<file path="config.mk">
export PLATFORM = sky130hd
export DESIGN_NAME = smac_front
export DESIGN_NICKNAME = d
export VERILOG_FILES = /design/src/hdl/smac_pkg.sv /design/src/hdl/smac_front.sv
export SDC_FILE = /design/constraint.sdc
export NUM_CORES = 1
export LEC_CHECK = 0
export BUFFER_PORTS_ARGS = -buffer_cell sky130_fd_sc_hd__buf_2
export CORE_MARGIN = 2
export CORE_UTILIZATION = 40
export DETAILED_ROUTE_END_ITERATION = 16
export PLACE_DENSITY = 0.71
export SLEW_MARGIN = 30
export SYNTH_ARGS = -nofsm -noshare
export SYNTH_HDL_FRONTEND = slang
export SYNTH_SLANG_ARGS = --single-unit
</file>
<file path="constraint.sdc">
create_clock -name vclk -period 16.5
set_input_delay 4.95 -clock vclk [all_inputs]
set_output_delay 4.95 -clock vclk [all_outputs]
set_load 0.02 [all_outputs]
</file>
<file path="src/hdl/smac_pkg.sv">
// ----------------------------------------------------------------------------
// smac_pkg
// shared types and constants of the shadow memory access checker
// ----------------------------------------------------------------------------
package smac_pkg;

   localparam int unsigned SHADOW_ENTRIES = 65536;
   localparam int unsigned GRAIN_SHIFT    = 3;

   localparam int unsigned GRAIN_BYTES = 1 << GRAIN_SHIFT;
   localparam int unsigned GRAIN_MASK  = GRAIN_BYTES - 1;
   localparam int unsigned IDX_W       = $clog2(SHADOW_ENTRIES);
   localparam int unsigned COUNT_W     = IDX_W + 1;
   localparam int unsigned ADDR_W      = 64;
   localparam int unsigned LEN_W       = 20;
   localparam int unsigned CODE_W      = 8;
   localparam int unsigned STATUS_W    = 3;
   localparam int unsigned OP_W        = 2;
   localparam int unsigned CSR_IDX_W   = 2;
   // bytes covered by the shadow store
   localparam int unsigned WIN_LIMIT   = SHADOW_ENTRIES * GRAIN_BYTES;
   localparam int unsigned WIN_BITS    = $clog2(WIN_LIMIT) + 1;
   // width of window offsets after the range check
   localparam int unsigned OFF_W       = ((WIN_BITS > LEN_W) ? WIN_BITS : LEN_W) + 2;
   localparam int unsigned LAST_W      = LEN_W + 1;

   localparam logic [CODE_W-1:0] REDZONE_RESET = 8'd252;

   typedef enum logic [OP_W-1:0] {
      OP_CHECK_WORD   = 2'd0,
      OP_CHECK_REGION = 2'd1,
      OP_FILL         = 2'd2,
      OP_MARK_ALLOC   = 2'd3
   } op_type;

   typedef enum logic [STATUS_W-1:0] {
      ST_CLEAN    = 3'd0,
      ST_POISONED = 3'd1,
      ST_USER     = 3'd2,
      ST_SKIPPED  = 3'd3,
      ST_REJECTED = 3'd4,
      ST_MARKED   = 3'd5
   } status_type;

   typedef enum logic [CSR_IDX_W-1:0] {
      CSR_ENABLE  = 2'd0,
      CSR_BASE    = 2'd1,
      CSR_WBYTES  = 2'd2,
      CSR_REDZONE = 2'd3
   } csr_index_type;

   typedef enum logic [1:0] {
      JOB_REPORT = 2'd0,
      JOB_WORD   = 2'd1,
      JOB_REGION = 2'd2,
      JOB_FILL   = 2'd3
   } job_kind_type;

   typedef enum logic [2:0] {
      B_CLEAR        = 3'd0,
      B_IDLE         = 3'd1,
      B_WORD_READ    = 3'd2,
      B_WORD_CHECK   = 3'd3,
      B_REGION_READ  = 3'd4,
      B_REGION_CHECK = 3'd5,
      B_FILL         = 3'd6,
      B_EMIT         = 3'd7
   } back_state_type;

   // one classified item on its way from front to back
   typedef struct packed {
      job_kind_type             kind;
      status_type               status;
      logic [ADDR_W-1:0]        address;
      logic [LEN_W-1:0]         length;
      logic                     write;
      logic [IDX_W-1:0]         grain_first;
      logic [COUNT_W-1:0]       grain_count;
      logic [GRAIN_SHIFT-1:0]   lo;
      logic [GRAIN_SHIFT-1:0]   hi;
      logic [LAST_W-1:0]        word_last;
      logic [CODE_W-1:0]        code;
      logic [COUNT_W-1:0]       zero_count;
      logic [GRAIN_SHIFT-1:0]   tail;
   } job_type;

   typedef struct packed {
      logic                 enable;
      logic [ADDR_W-1:0]    base_eff;
      logic [LEN_W-1:0]     window_bytes;
      logic [CODE_W-1:0]    redzone;
   } cfg_type;

endpackage

</file>
<file path="src/hdl/smac_front.sv">
// ----------------------------------------------------------------------------
// smac_front
// accepts items, does the window and alignment checks, builds jobs
// ----------------------------------------------------------------------------
module smac_front (
   input  logic                                  req_valid,
   output logic                                  req_stall,
   input  logic [smac_pkg::OP_W-1:0]             req_operation,
   input  logic [smac_pkg::ADDR_W-1:0]           req_address,
   input  logic [smac_pkg::LEN_W-1:0]            req_length,
   input  logic [smac_pkg::LEN_W-1:0]            req_object_length,
   input  logic                                  req_store,
   input  logic [smac_pkg::CODE_W-1:0]           req_fill_code,
   input  smac_pkg::cfg_type                     cfg,
   input  logic                                  queue_full,
   input  logic                                  clearing,
   output logic                                  push,
   output smac_pkg::job_type                     job
);

   localparam int unsigned GS  = smac_pkg::GRAIN_SHIFT;
   localparam int unsigned OW  = smac_pkg::OFF_W;
   localparam int unsigned IW  = smac_pkg::IDX_W;

   logic [smac_pkg::ADDR_W-1:0]  off;
   logic [OW-1:0]                off_lo;
   logic [OW-1:0]                wb_ext;
   logic [OW-1:0]                end_acc;
   logic [OW-1:0]                e_last;
   logic [OW-1:0]                ru;
   logic [OW-1:0]                end_obj;
   logic                         off_in;
   logic                         end_acc_in;
   logic                         fill_fit;
   logic                         obj_fit;
   logic                         addr_misaligned;
   smac_pkg::op_type             op;

   assign req_stall = queue_full || clearing;
   assign push      = req_valid && !req_stall;

   always_comb begin
      op      = smac_pkg::op_type'(req_operation);
      off     = req_address - cfg.base_eff;
      off_lo  = off[OW-1:0];
      wb_ext  = OW'(cfg.window_bytes);
      off_in  = (off < 64'(cfg.window_bytes)) && (off < 64'(smac_pkg::WIN_LIMIT));
      end_acc = off_lo + OW'(req_length);
      e_last  = end_acc - OW'(1);
      end_acc_in = (end_acc < wb_ext) && (end_acc < OW'(smac_pkg::WIN_LIMIT));
      fill_fit   = (end_acc <= wb_ext) &&
                   (end_acc < OW'(smac_pkg::WIN_LIMIT + smac_pkg::GRAIN_BYTES));
      ru      = (OW'(req_object_length) + OW'(smac_pkg::GRAIN_MASK)) &
                ~OW'(smac_pkg::GRAIN_MASK);
      end_obj = off_lo + ru;
      obj_fit = (end_obj <= wb_ext) &&
                (end_obj < OW'(smac_pkg::WIN_LIMIT + smac_pkg::GRAIN_BYTES));
      addr_misaligned = (req_address[GS-1:0] != '0);

      job             = '0;
      job.kind        = smac_pkg::JOB_REPORT;
      job.status      = smac_pkg::ST_SKIPPED;
      job.address     = req_address;
      job.length      = req_length;
      job.write       = (op == smac_pkg::OP_CHECK_WORD || op == smac_pkg::OP_CHECK_REGION)
                        ? req_store : 1'b0;
      job.grain_first = off_lo[GS+IW-1:GS];
      job.lo          = off_lo[GS-1:0];
      job.hi          = e_last[GS-1:0];
      job.grain_count = smac_pkg::COUNT_W'(e_last[GS+IW-1:GS])
                        - smac_pkg::COUNT_W'(off_lo[GS+IW-1:GS])
                        + smac_pkg::COUNT_W'(1);
      job.word_last   = smac_pkg::LAST_W'(req_address[GS-1:0])
                        + smac_pkg::LAST_W'(req_length) - smac_pkg::LAST_W'(1);

      if (!cfg.enable) begin
         job.status = smac_pkg::ST_SKIPPED;
      end else begin
         case (op)
            smac_pkg::OP_CHECK_WORD,
            smac_pkg::OP_CHECK_REGION: begin
               if (req_address == '0 || req_length == '0) begin
                  job.status = smac_pkg::ST_SKIPPED;
               end else if (!req_address[smac_pkg::ADDR_W-1]) begin
                  job.status = smac_pkg::ST_USER;
               end else if (!off_in || !end_acc_in) begin
                  job.status = smac_pkg::ST_SKIPPED;
               end else if (op == smac_pkg::OP_CHECK_WORD) begin
                  job.kind = smac_pkg::JOB_WORD;
               end else begin
                  job.kind = smac_pkg::JOB_REGION;
               end
            end
            smac_pkg::OP_FILL: begin
               if (addr_misaligned || req_length[GS-1:0] != '0 || !off_in || !fill_fit) begin
                  job.status = smac_pkg::ST_REJECTED;
               end else begin
                  job.kind        = smac_pkg::JOB_FILL;
                  job.code        = req_fill_code;
                  job.grain_count = smac_pkg::COUNT_W'(req_length >> GS);
               end
            end
            smac_pkg::OP_MARK_ALLOC: begin
               if (req_address == '0) begin
                  job.status = smac_pkg::ST_SKIPPED;
               end else if (addr_misaligned || !off_in || !obj_fit ||
                            req_length > req_object_length) begin
                  job.status = smac_pkg::ST_REJECTED;
               end else begin
                  job.kind        = smac_pkg::JOB_FILL;
                  job.code        = cfg.redzone;
                  job.grain_count = smac_pkg::COUNT_W'(ru >> GS);
                  job.zero_count  = smac_pkg::COUNT_W'(req_length >> GS);
                  job.tail        = req_length[GS-1:0];
               end
            end
            default: begin
               job.status = smac_pkg::ST_SKIPPED;
            end
         endcase
      end
   end

endmodule

</file>
==> run metrics <==
status=complete, no violations; syn avg cell area=6.73 µm²; Worst Path Required=11.55 ns; Pwr Density=111 nW/µm²; top cells by area, synth=ha_1 25%, a21oi_1 6.9%, xnor2_1 6.9%; clk_buf instances=0; initial antenna violation count=0; Logic pwr share=100.0%; Avg WL per Cell=19.4 µm; Fill cells=3,088; Die H=~180 µm; arrival time worst endpoint=11.24 ns; cell taking the most area after synthesis=ha_1; DRT Wirelength=47,900 µm; GR Util All Layers=~29%; area delta synth->final=16.7%; Inserted Diodes=0; Switching Share=59.5%; share of post-route cells with drive strength above 1=around 23%; min Tclk post-route=16.19 ns; post-synth top area share=between 20 and 30%; Hold Violations, Final=0; Top Ports=391; Via density=5.83; die area=31,400 µm²; vias in the first global route=between 10,000 and 15,000; leading cell type by number of instances after synthesis=ha_1; Hold Buf Count CTS=0; ANT nets after route=0; CP Buf/Inv Count=4; max-cap violations=0; P_sw=0.000927 W; Crit path max-delay family=compound AO/OA/AOI/OAI gates; critical path startpoint category=input pin; Static Leak=7.32 nW; Reg power frac=0%; slowest stage cell, crit path=or4_1; DP HPWL=41,800 µm; Slew Viols, Final=0; fin nets=2,535; global-route wire length before repair=72,100 µm; Port Buffers=391; Initial DRC Count=roughly 1,100; Ys Warns=0; Synth top cells by count=241 x ha_1, 205 x inv_1, 166 x a21oi_1, 142 x nand2_1, 135 x nor2_1; flip-flop and latch area=0 µm²; Setup WS pre-CTS=-0.0209 ns; critical path's largest stage delay=just under 0.5 ns; setup slack after layout=0.310 ns; Hold Crit Class=in2out; largest net degree at the start of global routing=25; CP Max Fanout=5; Seq cells=0; drt pass-1 iters=5; Initial Util=40.5%; CORE AREA=29,600 µm²; DP Cell Count=2,463; register area share after synthesis=0%; Slew @ Worst Pin=0.852 ns; die width=177 µm; gpl congestion=between 1 and 1.5; grt ovf=0; vias=14,383; cells after synthesis=1,785; drt drc=0; Final setup viols=0; synthesized area=12,000 µm²; fmax=0.0618 GHz; Finished Layout Cells=2,466; internal power=0.000632 W; CP Capture Type=primary output; Worst IR Drop VDD=0.0000817 V; post-synthesis cell type count=75; clock network power share=0%; Tot Pwr=0.00156 W; max-slew headroom at the worst pin=between 40% and 50%; kind of critical path=in2out; dpl cell area=13,900 µm²; net count after synthesis=2,242; std cell rows=63; fin crit share=between 90% and 100%; fin area=14,000 µm²; most frequent CP cell=ha_1; final hold slack=10.15 ns
cells by family after synthesis:
kind of cell / after synthesis / share of synthesized area (%)
compound gates: 513 / 27.6
xor+xnor: 137 / 9.99
buf+inv: 336 / 13.2
mux: 11 / 0.979
simple gates: 542 / 22.2
fa+ha+maj: 246 / 25.9
through the flow:
stage / util [%] / setup TNS, ns
3_3_place_gp: 46.8 / 0
3_5_place_dp: 46.8 / -0.0209
2_1_floorplan: - / 0
5_1_grt: 47.3 / -0.130
6_report: 47.3 / 0
4_1_cts: 46.8 / 0
placed cells by master (no fill, tap or decap), drive strengths merged, types with 43 or more instances in the layout:
cell type	n
nand2	142
nand4	59
buf	422
a21oi	166
nor3	43
o21ai	96
xor2	43
a21o	55
ha	241
xnor2	94
nor2	135
inv	205
power by group through the flow:
stage                     Combinational [W]  Sequential, W  Clock [W]
final                               0.00156              0          0
after global routing                0.00172              0          0
after CTS                           0.00152              0          0
after detailed placement            0.00151              0          0
after global placement              0.00149              0          0
after floorplan                     0.00109              0          0
path summary, 6_finish.rpt:
check,cells after the start,startpoint,endpoint
setup / recovery,29,req_address[2],job[71]
hold / removal,2,req_address[0],job[109]
routing by layer:
metal / track usage, % / wire length (µm) / part of all wire, % / up-vias
li1: - / - / - / 6943
met1: 39.4 / 21100 / 44 / 6733
met2: 48.3 / 21600 / 45 / 654
met3: 3.36 / 4090 / 8.5 / 53
met4: 6.01 / 1080 / 2.2 / 0
met5: 0 / 0 / 0 / -
cell type report:
type | count | area, µm² | share of cell area [%]
multi-input cells | 1449 | 10500 | 75.2
repair buffers | 422 | 2220 | 15.8
well taps | 390 | 488 | 3.48
inverters | 205 | 769 | 5.49
what timing repair did:
action | 4_1_cts | 5_1_grt
setup endpoints to repair | 7 | 47
endpoints found under the hold margin | 0 | 0
setup buffers | 0 | 3
resized for setup | 1 | 28
gates cloned | 0 | 0
pin swaps | 0 | 6
Note: power is estimated with default switching activity, not from simulation.
