--- config.mk ---
export PLATFORM = sky130hd
export DESIGN_NAME = smac_queue
export DESIGN_NICKNAME = d
export VERILOG_FILES = /design/src/hdl/smac_pkg.sv /design/src/hdl/smac_queue.sv
export SDC_FILE = /design/constraint.sdc
export NUM_CORES = 1
export LEC_CHECK = 0
export ABC_AREA = 1
export BUFFER_PORTS_ARGS = -buffer_cell sky130_fd_sc_hd__buf_2
export CAP_MARGIN = 5
export CORE_UTILIZATION = 52
export CTS_CLUSTER_SIZE = 14
export DETAILED_ROUTE_END_ITERATION = 12
export GPL_ROUTABILITY_DRIVEN = 0
export PLACE_DENSITY = 0.79
export SYNTH_ARGS = -nofsm -noshare
export SYNTH_HDL_FRONTEND = slang
export SYNTH_SLANG_ARGS = --single-unit
--- constraint.sdc ---
create_clock -name clock -period 13.4 [get_ports clock]
set_clock_uncertainty 0.15 [all_clocks]
set_input_delay 2.01 -clock clock [delete_from_list [all_inputs] [get_ports clock]]
set_output_delay 2.01 -clock clock [all_outputs]
set_load 0.005 [all_outputs]
--- src/hdl/smac_pkg.sv ---
// ----------------------------------------------------------------------------
// smac_pkg
// shared types and constants of the shadow memory access checker
// ----------------------------------------------------------------------------
package smac_pkg;

   localparam int unsigned SHADOW_ENTRIES = 65536;
   localparam int unsigned GRAIN_SHIFT    = 3;

   localparam int unsigned GRAIN_BYTES = 1 << GRAIN_SHIFT;
   localparam int unsigned GRAIN_MASK  = GRAIN_BYTES - 1;
   localparam int unsigned IDX_W       = $clog2(SHADOW_ENTRIES);
   localparam int unsigned COUNT_W     = IDX_W + 1;
   localparam int unsigned ADDR_W      = 64;
   localparam int unsigned LEN_W       = 20;
   localparam int unsigned CODE_W      = 8;
   localparam int unsigned STATUS_W    = 3;
   localparam int unsigned OP_W        = 2;
   localparam int unsigned CSR_IDX_W   = 2;
   // bytes covered by the shadow store
   localparam int unsigned WIN_LIMIT   = SHADOW_ENTRIES * GRAIN_BYTES;
   localparam int unsigned WIN_BITS    = $clog2(WIN_LIMIT) + 1;
   // width of window offsets after the range check
   localparam int unsigned OFF_W       = ((WIN_BITS > LEN_W) ? WIN_BITS : LEN_W) + 2;
   localparam int unsigned LAST_W      = LEN_W + 1;

   localparam logic [CODE_W-1:0] REDZONE_RESET = 8'd252;

   typedef enum logic [OP_W-1:0] {
      OP_CHECK_WORD   = 2'd0,
      OP_CHECK_REGION = 2'd1,
      OP_FILL         = 2'd2,
      OP_MARK_ALLOC   = 2'd3
   } op_type;

   typedef enum logic [STATUS_W-1:0] {
      ST_CLEAN    = 3'd0,
      ST_POISONED = 3'd1,
      ST_USER     = 3'd2,
      ST_SKIPPED  = 3'd3,
      ST_REJECTED = 3'd4,
      ST_MARKED   = 3'd5
   } status_type;

   typedef enum logic [CSR_IDX_W-1:0] {
      CSR_ENABLE  = 2'd0,
      CSR_BASE    = 2'd1,
      CSR_WBYTES  = 2'd2,
      CSR_REDZONE = 2'd3
   } csr_index_type;

   typedef enum logic [1:0] {
      JOB_REPORT = 2'd0,
      JOB_WORD   = 2'd1,
      JOB_REGION = 2'd2,
      JOB_FILL   = 2'd3
   } job_kind_type;

   typedef enum logic [2:0] {
      B_CLEAR        = 3'd0,
      B_IDLE         = 3'd1,
      B_WORD_READ    = 3'd2,
      B_WORD_CHECK   = 3'd3,
      B_REGION_READ  = 3'd4,
      B_REGION_CHECK = 3'd5,
      B_FILL         = 3'd6,
      B_EMIT         = 3'd7
   } back_state_type;

   // one classified item on its way from front to back
   typedef struct packed {
      job_kind_type             kind;
      status_type               status;
      logic [ADDR_W-1:0]        address;
      logic [LEN_W-1:0]         length;
      logic                     write;
      logic [IDX_W-1:0]         grain_first;
      logic [COUNT_W-1:0]       grain_count;
      logic [GRAIN_SHIFT-1:0]   lo;
      logic [GRAIN_SHIFT-1:0]   hi;
      logic [LAST_W-1:0]        word_last;
      logic [CODE_W-1:0]        code;
      logic [COUNT_W-1:0]       zero_count;
      logic [GRAIN_SHIFT-1:0]   tail;
   } job_type;

   typedef struct packed {
      logic                 enable;
      logic [ADDR_W-1:0]    base_eff;
      logic [LEN_W-1:0]     window_bytes;
      logic [CODE_W-1:0]    redzone;
   } cfg_type;

endpackage

--- src/hdl/smac_queue.sv ---
// ----------------------------------------------------------------------------
// smac_queue
// two-entry job queue between front and back
// ----------------------------------------------------------------------------
module smac_queue (
   input  logic                clock,
   input  logic                reset,
   input  logic                push,
   input  smac_pkg::job_type   push_job,
   input  logic                pop,
   output smac_pkg::job_type   head,
   output logic                empty,
   output logic                full
);

   smac_pkg::job_type   slot_ff [2];
   logic                wr_ptr_ff, wr_ptr_in;
   logic                rd_ptr_ff, rd_ptr_in;
   logic [1:0]          count_ff, count_in;
   logic                do_push, do_pop;

   assign empty   = (count_ff == 2'd0);
   assign full    = (count_ff == 2'd2);
   assign head    = slot_ff[rd_ptr_ff];
   assign do_push = push && !full;
   assign do_pop  = pop && !empty;

   always_comb begin
      wr_ptr_in = do_push ? !wr_ptr_ff : wr_ptr_ff;
      rd_ptr_in = do_pop ? !rd_ptr_ff : rd_ptr_ff;
      count_in  = count_ff + 2'(do_push) - 2'(do_pop);
   end

   always_ff @(posedge clock) begin
      if (reset) begin
         wr_ptr_ff <= 1'b0;
         rd_ptr_ff <= 1'b0;
         count_ff  <= 2'd0;
      end else begin
         wr_ptr_ff <= wr_ptr_in;
         rd_ptr_ff <= rd_ptr_in;
         count_ff  <= count_in;
      end
   end

   always_ff @(posedge clock) begin
      if (do_push) begin
         slot_ff[wr_ptr_ff] <= push_job;
      end
   end

endmodule

==> results of run 1 <==
==> cell type report <==
class | instances | area [sq um] | area share, %
inverters | 10 | 42.5 | 0.254
diodes | 7 | 17.5 | 0.105
flip-flops and latches | 361 | 10800 | 64.5
repair buffers | 367 | 1850 | 11.1
multi-input cells | 202 | 2500 | 15.0
clock inverters | 10 | 121 | 0.726
well taps | 330 | 413 | 2.47
clock buffers | 52 | 982 | 5.87
==> sequential cells by signal (all words and copies together), names as in the netlist, named ones only <==
signal / count
count_ff: 2
rd_ptr_ff: 1
slot_ff: 356
wr_ptr_ff: 1
==> layout by cell type, fill, tap and decap left out <==
cell type / instances
buf_2: 361
edfxtp_1: 356
mux2_4: 101
mux2_2: 77
clkbuf_16: 37
clkbuf_1: 15
inv_1: 9
nor2_1: 8
nand2_1: 8
diode_2: 7
buf_4: 6
clkinv_1: 4
dfxtp_1: 4
nand3_1: 3
inv_6: 2
a21oi_1: 2
ha_1: 2
clkinv_8: 2
bufinv_16: 2
nor2_4: 1
dfxtp_4: 1
clkinv_2: 1
==> per-layer routing <==
metal,global-route usage [%],vias up,share of wire [%],wire length (microns)
met5,0,-,0.088,23
met4,8.11,4,3.0,789
met3,5.64,53,8.7,2250
met2,33.9,304,52,13600
met1,20.6,3259,36,9310
li1,-,3118,-,-
==> through the flow <==
stage,cell area [sq um],setup slack (ns),std cells
2_1_floorplan,13500,3.07,593
3_3_place_gp,15600,8.56,1270
3_5_place_dp,15600,8.54,1270
4_1_cts,16700,8.00,1332
5_1_grt,16700,7.87,1338
6_report,16700,8.02,1339
==> power groups by stage <==
| stage | sequential (uW) | combinational, uW | clock [uW] |
|---|---|---|---|
| after global routing | 1520 | 726 | 999 |
| after CTS | 1500 | 683 | 959 |
| after detailed placement | 1530 | 679 | 0 |
| final | 1500 | 671 | 935 |
| after floorplan | 1520 | 451 | 0 |
| after global placement | 1520 | 667 | 0 |
==> cell usage after synthesis <==
cell	number
edfxtp_1	356
mux2_4	101
mux2_2	77
buf_6	15
inv_1	10
nor2_1	9
nand2_1	8
buf_2	5
dfxtp_1	5
nand3_1	3
a21oi_1	2
ha_1	2
==> how the worst max path moves through the flow <==
stage / start / to / slack, ns / cells after the start
after floorplan: push / slot_ff[0][0]$_DFFE_PP_ / 3.07 / 2
after global placement: flop / head[171] / 8.56 / 3
after detailed placement: flop / head[171] / 8.54 / 3
after CTS: flop / head[171] / 8.00 / 3
after global routing: flop / head[12] / 7.87 / 3
final: flop / head[47] / 8.02 / 3
==> cells by family (layout without fill, tap and decap cells) <==
logic type | after synthesis | in the layout | share of synthesized area (%)
adders and majority gates | 2 | 2 | 0.185
and+or+nand+nor | 20 | 20 | 0.583
buffers and inverters | 30 | 439 | 1.71
muxes | 178 | 178 | 17.6
AOI/OAI and AO/OA | 2 | 2 | 0.0740
other | 0 | 7 | 0
DFF | 361 | 361 | 79.8
==> critical path, stage by stage (launching register included) <==
cell and delay, ns:
dfxtp_4 1.03, buf_4 0.95, mux2_2 0.43, buf_2 0.13
==> impl_metrics.py, run 1 <==
metrics = {
    "power": {
        "swShare_pct": 24.5,
        "vdd_ir_drop_max_v": 0.000127,
        "comb_power_share_pct": 21.6,
        "power.total_uw": 3110,
        "power_density_nw_per_um2": 186,
        "seqPwrFrac_pct": 48.3,
        "p_leak_uw": 0.00647,
        "p_clk_share_pct": 30.1,
        "p_int_uw": 2350,
        "power.switching_uw": 761,
    },
    "logic_synthesis": {
        "ys_seq_elements": 361,
        "avgSynthCellArea_sq_um": 22.8,
        "synth_area_sq_um": 13500,
        "syn_nets": 777,
        "yosysTopAreaCellShare_pct": 79.1,
        "synth_top_area_cell": "edfxtp_1",
        "synthCells": 593,
        "ys_top_cells_by_area": "edfxtp_1 79%, mux2_4 11%, mux2_2 6.4%",
        "ys_warn_count": 0,
        "ys_seq_area_share_pct": 79.8,
        "yosysUniqueCellTypes": 12,
    },
    "detailed_routing": {
        "vias": 6738,
        "drc_errors": 0,
        "dr.pass1.iters": 4,
        "wl_per_cell_microns": 19.4,
        "drt-initial-drc-count": 380,
        "routed_wl_microns": 26000,
        "drtAntennaViolNets": 0,
        "avgViaCountPerCell": 5.03,
    },
    "die": {
        "rows": 58,
        "coreArea_sq_um": 25300,
        "die_h_microns": 163,
        "initial_core_util_pct": 53.4,
        "die-area_sq_um": 26600,
        "fp.dieW_microns": 163,
        "ios": 362,
    },
    "grt": {
        "grt-ovfl-total": 0,
        "grt_pass1_vias": 6899,
        "grt_first_pass_wirelength_microns": 37400,
        "grt_max_degree": 75,
        "grt_use_total_pct": 18.9,
        "antenna_found_initial": 9,
    },
    "timing": {
        "hold_violations": 0,
        "tightestPinTransition_ns": 1.10,
        "period_minus_slack_ns": 5.38,
        "setup_violations": 0,
        "report.final.slew_viol_count": 0,
        "slew_headroom_pct": 27.0,
        "finalCritPeriodShare_pct": 40.1,
        "holdWs_ns": 0.356,
        "tns_ns": 0,
        "rsz0062_at_grt": "no",
        "fmax_mhz": 186,
    },
    "clock_network": {
        "cts_setup_buffers": 0,
        "numCtsBuffers": 37,
        "clk_pin_slew_worst_paths_ns": 0.05,
        "cts_tree": "yes",
        "htree_levels": 2,
        "cts_sinks": 361,
        "clockBufferDepth": 3,
        "clock-root-buffer": "clkbuf_16",
        "ctsHoldBuffers": 0,
        "post_cts_resize_count": 0,
        "clock_latency_ns": 0.51,
    },
    "critical_path": {
        "critPathLaunchType": "flop",
        "reg2reg_slack_ns": 10.46,
        "crit_type": "flop to output pin",
        "endpoint_kind": "output pin",
        "r2r_end": "slot_ff[0][72]$_DFFE_PP_",
        "cp.arrival_ns": 3.22,
        "crit_required_ns": 11.24,
        "critPathMaxFanout": 72,
        "worstRegToRegCells": 5,
        "regToRegStartpoint": "count_ff[0]$_SDFF_PP0_",
    },
    "cells_and_area": {
        "area_growth_pct": 23.7,
        "fin_util_pct": 66.0,
        "nets": 1163,
        "drive_gt1_share_pct": 59.0,
        "nFillCells": 1731,
    },
    "hold_path": {
        "min_path_cells": 2,
        "worstHoldEndpoint": "rd_ptr_ff$_SDFFE_PP0P_",
        "min_from": "rd_ptr_ff$_SDFFE_PP0P_",
        "hp-class": "flop to flop",
    },
    "status": {
        "status": "finished clean",
    },
    "placed_design": {
        "port_buffers": 361,
        "place_hpwl_microns": 17300,
    },
    "run": {
        "cap_violations": 0,
    },
}
No activity file was read; power rests on OpenSTA's default activity.
==> run 2, diff against run 1 <==
--- a/config.mk
+++ b/config.mk
@@ -5,14 +5,14 @@
 export SDC_FILE = /design/constraint.sdc
 export NUM_CORES = 1
 export LEC_CHECK = 0
-export ABC_AREA = 1
+export ABC_AREA = 0
 export BUFFER_PORTS_ARGS = -buffer_cell sky130_fd_sc_hd__buf_2
 export CAP_MARGIN = 5
-export CORE_UTILIZATION = 52
+export CORE_UTILIZATION = 47
 export CTS_CLUSTER_SIZE = 14
 export DETAILED_ROUTE_END_ITERATION = 12
 export GPL_ROUTABILITY_DRIVEN = 0
-export PLACE_DENSITY = 0.79
+export PLACE_DENSITY = 0.75
 export SYNTH_ARGS = -nofsm -noshare
 export SYNTH_HDL_FRONTEND = slang
 export SYNTH_SLANG_ARGS = --single-unit
==> constraint.sdc (replaced) <==
create_clock -name clock -period 4.7 [get_ports clock]
set_clock_uncertainty 0.15 [all_clocks]
set_input_delay 0.705 -clock clock [delete_from_list [all_inputs] [get_ports clock]]
set_output_delay 0.705 -clock clock [all_outputs]
set_load 0.005 [all_outputs]
==> run 2 against run 1 <==
Compared with the run above:
- die area up 10%
- total power rose to 2.9 times the previous value
- clock power rose to 2.8 times the previous value
- flip-flop and latch count unchanged
- combinational power rose to 3.4 times the previous value
- critical path type unchanged
==> impl_metrics.py, run 2 <==
metrics = {
    "critical_path": {
        "worstRegToRegCells": 5,
        "critPathMaxFanout": 36,
        "critPathLaunchType": "flop",
        "cp.arrival_ns": 2.27,
        "endpoint_kind": "output pin",
        "crit_required_ns": 3.85,
        "crit_type": "flop to output pin",
    },
    "grt": {
        "antenna_found_initial": 4,
        "use_met2_pct": 28.7,
        "grt_max_degree": 101,
        "grt_use_met1_pct": 18.9,
        "grt_first_pass_wirelength_microns": 36300,
        "grt.busiest_layer": "met2",
        "grt_pass1_vias": 6777,
        "grt-ovfl-total": 0,
        "grt_use_total_pct": 16.6,
        "met3_usage_pct": 5.41,
    },
    "logic_synthesis": {
        "ys_top_cells_by_area": "edfxtp_1 79%, mux2_4 11%, mux2_2 6.4%",
        "synth-async-reset-ratio_pct": 0,
        "synthFlopType": "edfxtp_1",
        "ys_seq_elements": 361,
        "synthCells": 581,
        "synth_edf_count": 356,
        "yosysTopAreaCellShare_pct": 79.2,
        "ys_warn_count": 0,
        "ys_seq_area_share_pct": 79.9,
        "synth_commonest_cells": "356 x edfxtp_1, 101 x mux2_4, 77 x mux2_2",
        "avgSynthCellArea_sq_um": 23.2,
        "synth_top_area_cell": "edfxtp_1",
        "syn_nets": 765,
        "yosysUniqueCellTypes": 21,
        "yosys.cell_count.top_type": "edfxtp_1",
        "synth_area_sq_um": 13500,
    },
    "clock_network": {
        "numCtsBuffers": 36,
        "ctsHoldBuffers": 0,
        "cts_tree": "yes",
        "cts_setup_buffers": 0,
        "clock_latency_ns": 0.50,
        "post_cts_resize_count": 0,
        "clock-root-buffer": "clkbuf_16",
        "clk_pin_slew_worst_paths_ns": 0.06,
        "clockBufferDepth": 3,
        "htree_levels": 2,
        "cts_sinks": 361,
    },
    "cells_and_area": {
        "drive_gt1_share_pct": 60.2,
        "fin_util_pct": 60.1,
        "fin_area_sq_um": 16800,
        "final_cells": 1377,
        "area_growth_pct": 24.6,
        "top_regs": "slot_ff: 356 flops, count_ff: 2 flops",
        "final_cell_mix": "361 x buf_2, 356 x edfxtp_1, 101 x mux2_4",
        "largest_reg_flops": 356,
        "nets": 1151,
        "regMostFlops": "slot_ff",
        "layout_commonest_cell": "buf_2",
    },
    "timing": {
        "slew_headroom_pct": 55.0,
        "rsz0062_at_grt": "no",
        "fmax_mhz": 320,
        "period_minus_slack_ns": 3.12,
        "finalCritPeriodShare_pct": 66.4,
        "tns_ns": 0,
        "report.final.slew_viol_count": 0,
        "tightestPinTransition_ns": 0.675,
        "hold_violations": 0,
        "setup_violations": 0,
        "fin_ws_ns": 1.58,
    },
    "placed_design": {
        "place_area_sq_um": 15700,
        "port_buffers": 361,
        "placedCellCount": 1307,
        "dp_slack_ns": 1.99,
        "place_hpwl_microns": 17400,
    },
    "die": {
        "rows": 61,
        "initial_core_util_pct": 48.2,
        "die-area_sq_um": 29400,
        "ios": 362,
        "die_h_microns": 171,
        "fp.dieW_microns": 171,
        "coreArea_sq_um": 28000,
    },
    "detailed_routing": {
        "routed_wl_microns": 26000,
        "drt-initial-drc-count": 387,
        "drc_errors": 0,
        "vias": 6682,
        "drtAntennaViolNets": 0,
        "avgViaCountPerCell": 4.85,
        "dr.pass1.iters": 4,
        "wl_per_cell_microns": 18.9,
    },
    "status": {
        "status": "finished clean",
    },
    "hold_path": {
        "min_path_cells": 1,
        "hp-class": "primary input to flop",
    },
    "power": {
        "p_leak_uw": 0.00645,
        "vdd_ir_drop_max_v": 0.000502,
        "power_density_nw_per_um2": 544,
    },
    "run": {
        "cap_violations": 0,
    },
}
-- run 2: cell count changes after synthesis, sizes merged, moves of 3 or more --
| cell | previous run | this run |
|---|---|---|
| nor2 | 9 | 4 |
| nand2 | 8 | 1 |
| nand3 | 3 | 0 |
| inv | 10 | 4 |
-- run 2: layout make-up --
| cell class | instances | area, sq um |
|---|---|---|
| diodes | 7 | 17.5 |
| clock buffers | 47 | 985 |
| clock inverters | 16 | 110 |
| fillers | 2106 | 11200 |
| inverters | 4 | 18.8 |
| multi-input cells | 196 | 2510 |
| flip-flops and latches | 361 | 10800 |
| well taps | 378 | 473 |
| repair buffers | 368 | 1920 |
-- run 2: worst max-delay path, cell delays in order (launching register included) --
cell and delay [ns]:
dfxtp_4 0.62, buf_4 0.60, mux2_2 0.41, buf_2 0.12
-- run 2: logic make-up after synthesis --
| kind of cell | share of synthesized area [%] |
|---|---|
| compound gates | 0.130 |
| xor+xnor | 0.130 |
| fa+ha+maj | 0.185 |
| buf+inv | 1.55 |
| flops | 79.9 |
| mux | 17.7 |
| simple gates | 0.426 |
-- run 2: path summary, 6_finish.rpt --
check	to	from	slack [ns]
hold reg to reg	wr_ptr_ff$_SDFFE_PP0P_	wr_ptr_ff$_SDFFE_PP0P_	0.36
hold / removal	slot_ff[0][135]$_DFFE_PP_	push_job[135]	0.24
setup / recovery	head[10]	flop	1.58
setup reg to reg	slot_ff[0][133]$_DFFE_PP_	count_ff[0]$_SDFF_PP0_	2.27
-- run 2: report_power, final --
| group | switching [uW] | internal [uW] | leakage (uW) |
|---|---|---|---|
| registers | 158 | 4100 | 0.00337 |
| logic | 1030 | 1220 | 0.00255 |
| clock network | 1110 | 1530 | 0.000535 |
| total | 2290 | 6860 | 0.00645 |
-- run 2: metal layers --
layer / routed length [microns] / part of all wire [%]
met3: 2190 / 8.4
met5: 0 / 0
met1: 9970 / 38
met4: 648 / 2.5
met2: 13200 / 51
-- run 2: metrics by stage --
stage | hold slack, ns | power, uW
after floorplan | 0.301 | 5790
after global placement | 0.329 | 6570
after detailed placement | 0.354 | 6620
after CTS | 0.210 | 9270
after global routing | 0.209 | 9560
final | 0.235 | 9150
==> run 3, diff against run 2 <==
--- a/config.mk
+++ b/config.mk
@@ -8,11 +8,11 @@
 export ABC_AREA = 0
 export BUFFER_PORTS_ARGS = -buffer_cell sky130_fd_sc_hd__buf_2
 export CAP_MARGIN = 5
-export CORE_UTILIZATION = 47
+export CORE_UTILIZATION = 52
 export CTS_CLUSTER_SIZE = 14
 export DETAILED_ROUTE_END_ITERATION = 12
 export GPL_ROUTABILITY_DRIVEN = 0
-export PLACE_DENSITY = 0.75
+export PLACE_DENSITY = 0.79
 export SYNTH_ARGS = -nofsm -noshare
 export SYNTH_HDL_FRONTEND = slang
 export SYNTH_SLANG_ARGS = --single-unit
==> constraint.sdc (replaced) <==
create_clock -name clock -period 2.95 [get_ports clock]
set_clock_uncertainty 0.15 [all_clocks]
set_input_delay 0.4425 -clock clock [delete_from_list [all_inputs] [get_ports clock]]
set_output_delay 0.4425 -clock clock [all_outputs]
set_load 0.005 [all_outputs]
==> run 3 against run 2 <==
Compared with the run above:
- register-to-register slack lost 1.5 ns
- via count up 14%
- global-route usage is 5.5 points higher
- die area fell by 9.5%
- sequential power up 60%
- final cell count rose by 9.7%
- hold slack lost 0.21 ns
- clock-buffer cell count up 3
- critical path depth did not move
- core utilization grew 14 points
- total power rose by 66%
- flip-flop and latch count is the same
- highest routed layer unchanged
==> impl_metrics.py, run 3 (synthesized netlist as in run 2, its figures left out) <==
metrics = {
    "timing": {
        "slew_headroom_pct": 57.4,
        "tightestPinTransition_ns": 0.638,
        "fmax_mhz": 378,
        "fin_ws_ns": 0.305,
        "hold_violations": 0,
        "finalCritPeriodShare_pct": 89.7,
        "setup_violations": 0,
        "report.final.slew_viol_count": 0,
        "period_minus_slack_ns": 2.64,
        "rsz0062_at_grt": "no",
    },
    "detailed_routing": {
        "drtAntennaViolNets": 0,
        "avgViaCountPerCell": 5.05,
        "wl_per_cell_microns": 19.7,
        "dr.pass1.iters": 5,
        "drc_errors": 0,
        "drt-initial-drc-count": 496,
        "routed_wl_microns": 29800,
        "vias": 7627,
    },
    "cells_and_area": {
        "drive_gt1_share_pct": 52.0,
        "final_cell_mix": "361 x buf_2, 356 x edfxtp_1, 175 x dlygate4sd3_1",
        "top_regs": "slot_ff: 356 flops, count_ff: 2 flops",
        "final_cells": 1511,
        "fin_util_pct": 74.0,
        "largest_reg_flops": 356,
        "layout_commonest_cell": "buf_2",
        "nFillCells": 1405,
        "nets": 1339,
        "regMostFlops": "slot_ff",
        "area_growth_pct": 38.8,
    },
    "die": {
        "die_h_microns": 163,
        "ios": 362,
        "fp.dieW_microns": 163,
        "coreArea_sq_um": 25300,
        "rows": 58,
        "die-area_sq_um": 26600,
        "initial_core_util_pct": 53.3,
    },
    "clock_network": {
        "clk_pin_slew_worst_paths_ns": 0.05,
        "cts_sinks": 361,
        "cts_setup_buffers": 0,
        "numCtsBuffers": 37,
        "clock_latency_ns": 0.50,
        "post_cts_resize_count": 0,
        "clock-root-buffer": "clkbuf_16",
        "clockBufferDepth": 3,
        "htree_levels": 2,
        "cts_tree": "yes",
    },
    "grt": {
        "grt_pass1_vias": 8151,
        "antenna_found_initial": 1,
        "grt-ovfl-total": 0,
        "grt_first_pass_wirelength_microns": 43900,
        "grt_max_degree": 47,
        "grt_use_total_pct": 22.1,
    },
    "critical_path": {
        "critPathMaxFanout": 46,
        "endpoint_kind": "output pin",
        "crit_end": "head[9]",
        "reg2reg_slack_ns": 0.81,
        "crit_type": "flop to output pin",
        "r2r_end": "slot_ff[0][175]$_DFFE_PP_",
        "cp.arrival_ns": 2.05,
        "critPathLaunchType": "flop",
        "worstRegToRegCells": 5,
        "crit_required_ns": 2.36,
        "regToRegStartpoint": "count_ff[0]$_SDFF_PP0_",
    },
    "power": {
        "p_int_uw": 11400,
        "p_leak_uw": 0.00730,
        "swShare_pct": 25.4,
        "power.total_uw": 15200,
        "power_density_nw_per_um2": 813,
        "p_clk_share_pct": 28.8,
        "power.switching_uw": 3870,
        "comb_power_share_pct": 26.5,
        "vdd_ir_drop_max_v": 0.000614,
        "seqPwrFrac_pct": 44.7,
    },
    "hold_path": {
        "hp-class": "primary input to flop",
    },
    "placed_design": {
        "place_hpwl_microns": 17200,
        "placedCellCount": 1271,
        "dp_slack_ns": 0.748,
        "port_buffers": 361,
    },
    "run": {
        "cap_violations": 0,
    },
    "status": {
        "status": "finished clean",
    },
}
-- run 3: worst min path at each step --
stage                                      start                   endpoint  slack, ns  cells past startpoint
after floorplan           wr_ptr_ff$_SDFFE_PP0P_     wr_ptr_ff$_SDFFE_PP0P_       0.31                      2
after global placement    wr_ptr_ff$_SDFFE_PP0P_     wr_ptr_ff$_SDFFE_PP0P_       0.34                      2
after detailed placement  wr_ptr_ff$_SDFFE_PP0P_     wr_ptr_ff$_SDFFE_PP0P_       0.35                      2
after CTS                                  reset                       flop     0.0008                      2
after global routing               push_job[117]  slot_ff[0][117]$_DFFE_PP_      0.008                      1
final                                      reset                       flop       0.02                      2
-- run 3: stage by stage --
stage | setup TNS, ns | cell area, sq um | hold slack, ns
floorplan | -206.95 | 13500 | 0.306
global placement | 0 | 15800 | 0.343
detailed placement | 0 | 15800 | 0.353
CTS | 0 | 18700 | 0.000760
global route | 0 | 18700 | 0.00832
finish | 0 | 18700 | 0.0241
-- run 3: power groups by stage --
stage	Clock [uW]	Sequential (uW)	Combinational (uW)
detailed placement	0	6890	3820
global placement	0	6840	3780
floorplan	0	6840	2400
finish	4390	6810	4030
CTS	4450	6790	4030
global route	4660	6870	4310
-- run 3: timing repair --
action / 4_1_cts / 5_1_grt
hold buffers: 172 / 3
endpoints found under the setup margin: 0 / 0
hold endpoints to repair: 344 / 6
-- run 3: area by class of cell --
cell class                 count  area [sq um]  area share, %
timing repair buffer         555          3850           20.5
antenna                        2          5.00         0.0267
multi-input combinational    196          2520           13.4
tap                          330           413           2.20
clock buffer                  50          1030           5.48
clock inverter                13           115          0.614
sequential                   361         10800           57.6
inverter                       4          18.8          0.100
-- run 3: worst max-delay path, stage by stage (launching register included) --
cell,delay [ns]
dfxtp_4,0.64
buf_12,0.33
mux2_2,0.40
buf_2,0.14
-- run 3: per-layer routing --
metal / part of all wire (%) / vias to the layer above / GRT usage [%]
met1: 36 / 3739 / 24.4
li1: - / 3458 / -
met3: 8.0 / 70 / 5.87
met2: 53 / 360 / 40.4
met4: 3.1 / 0 / 8.11
met5: 0 / - / 0
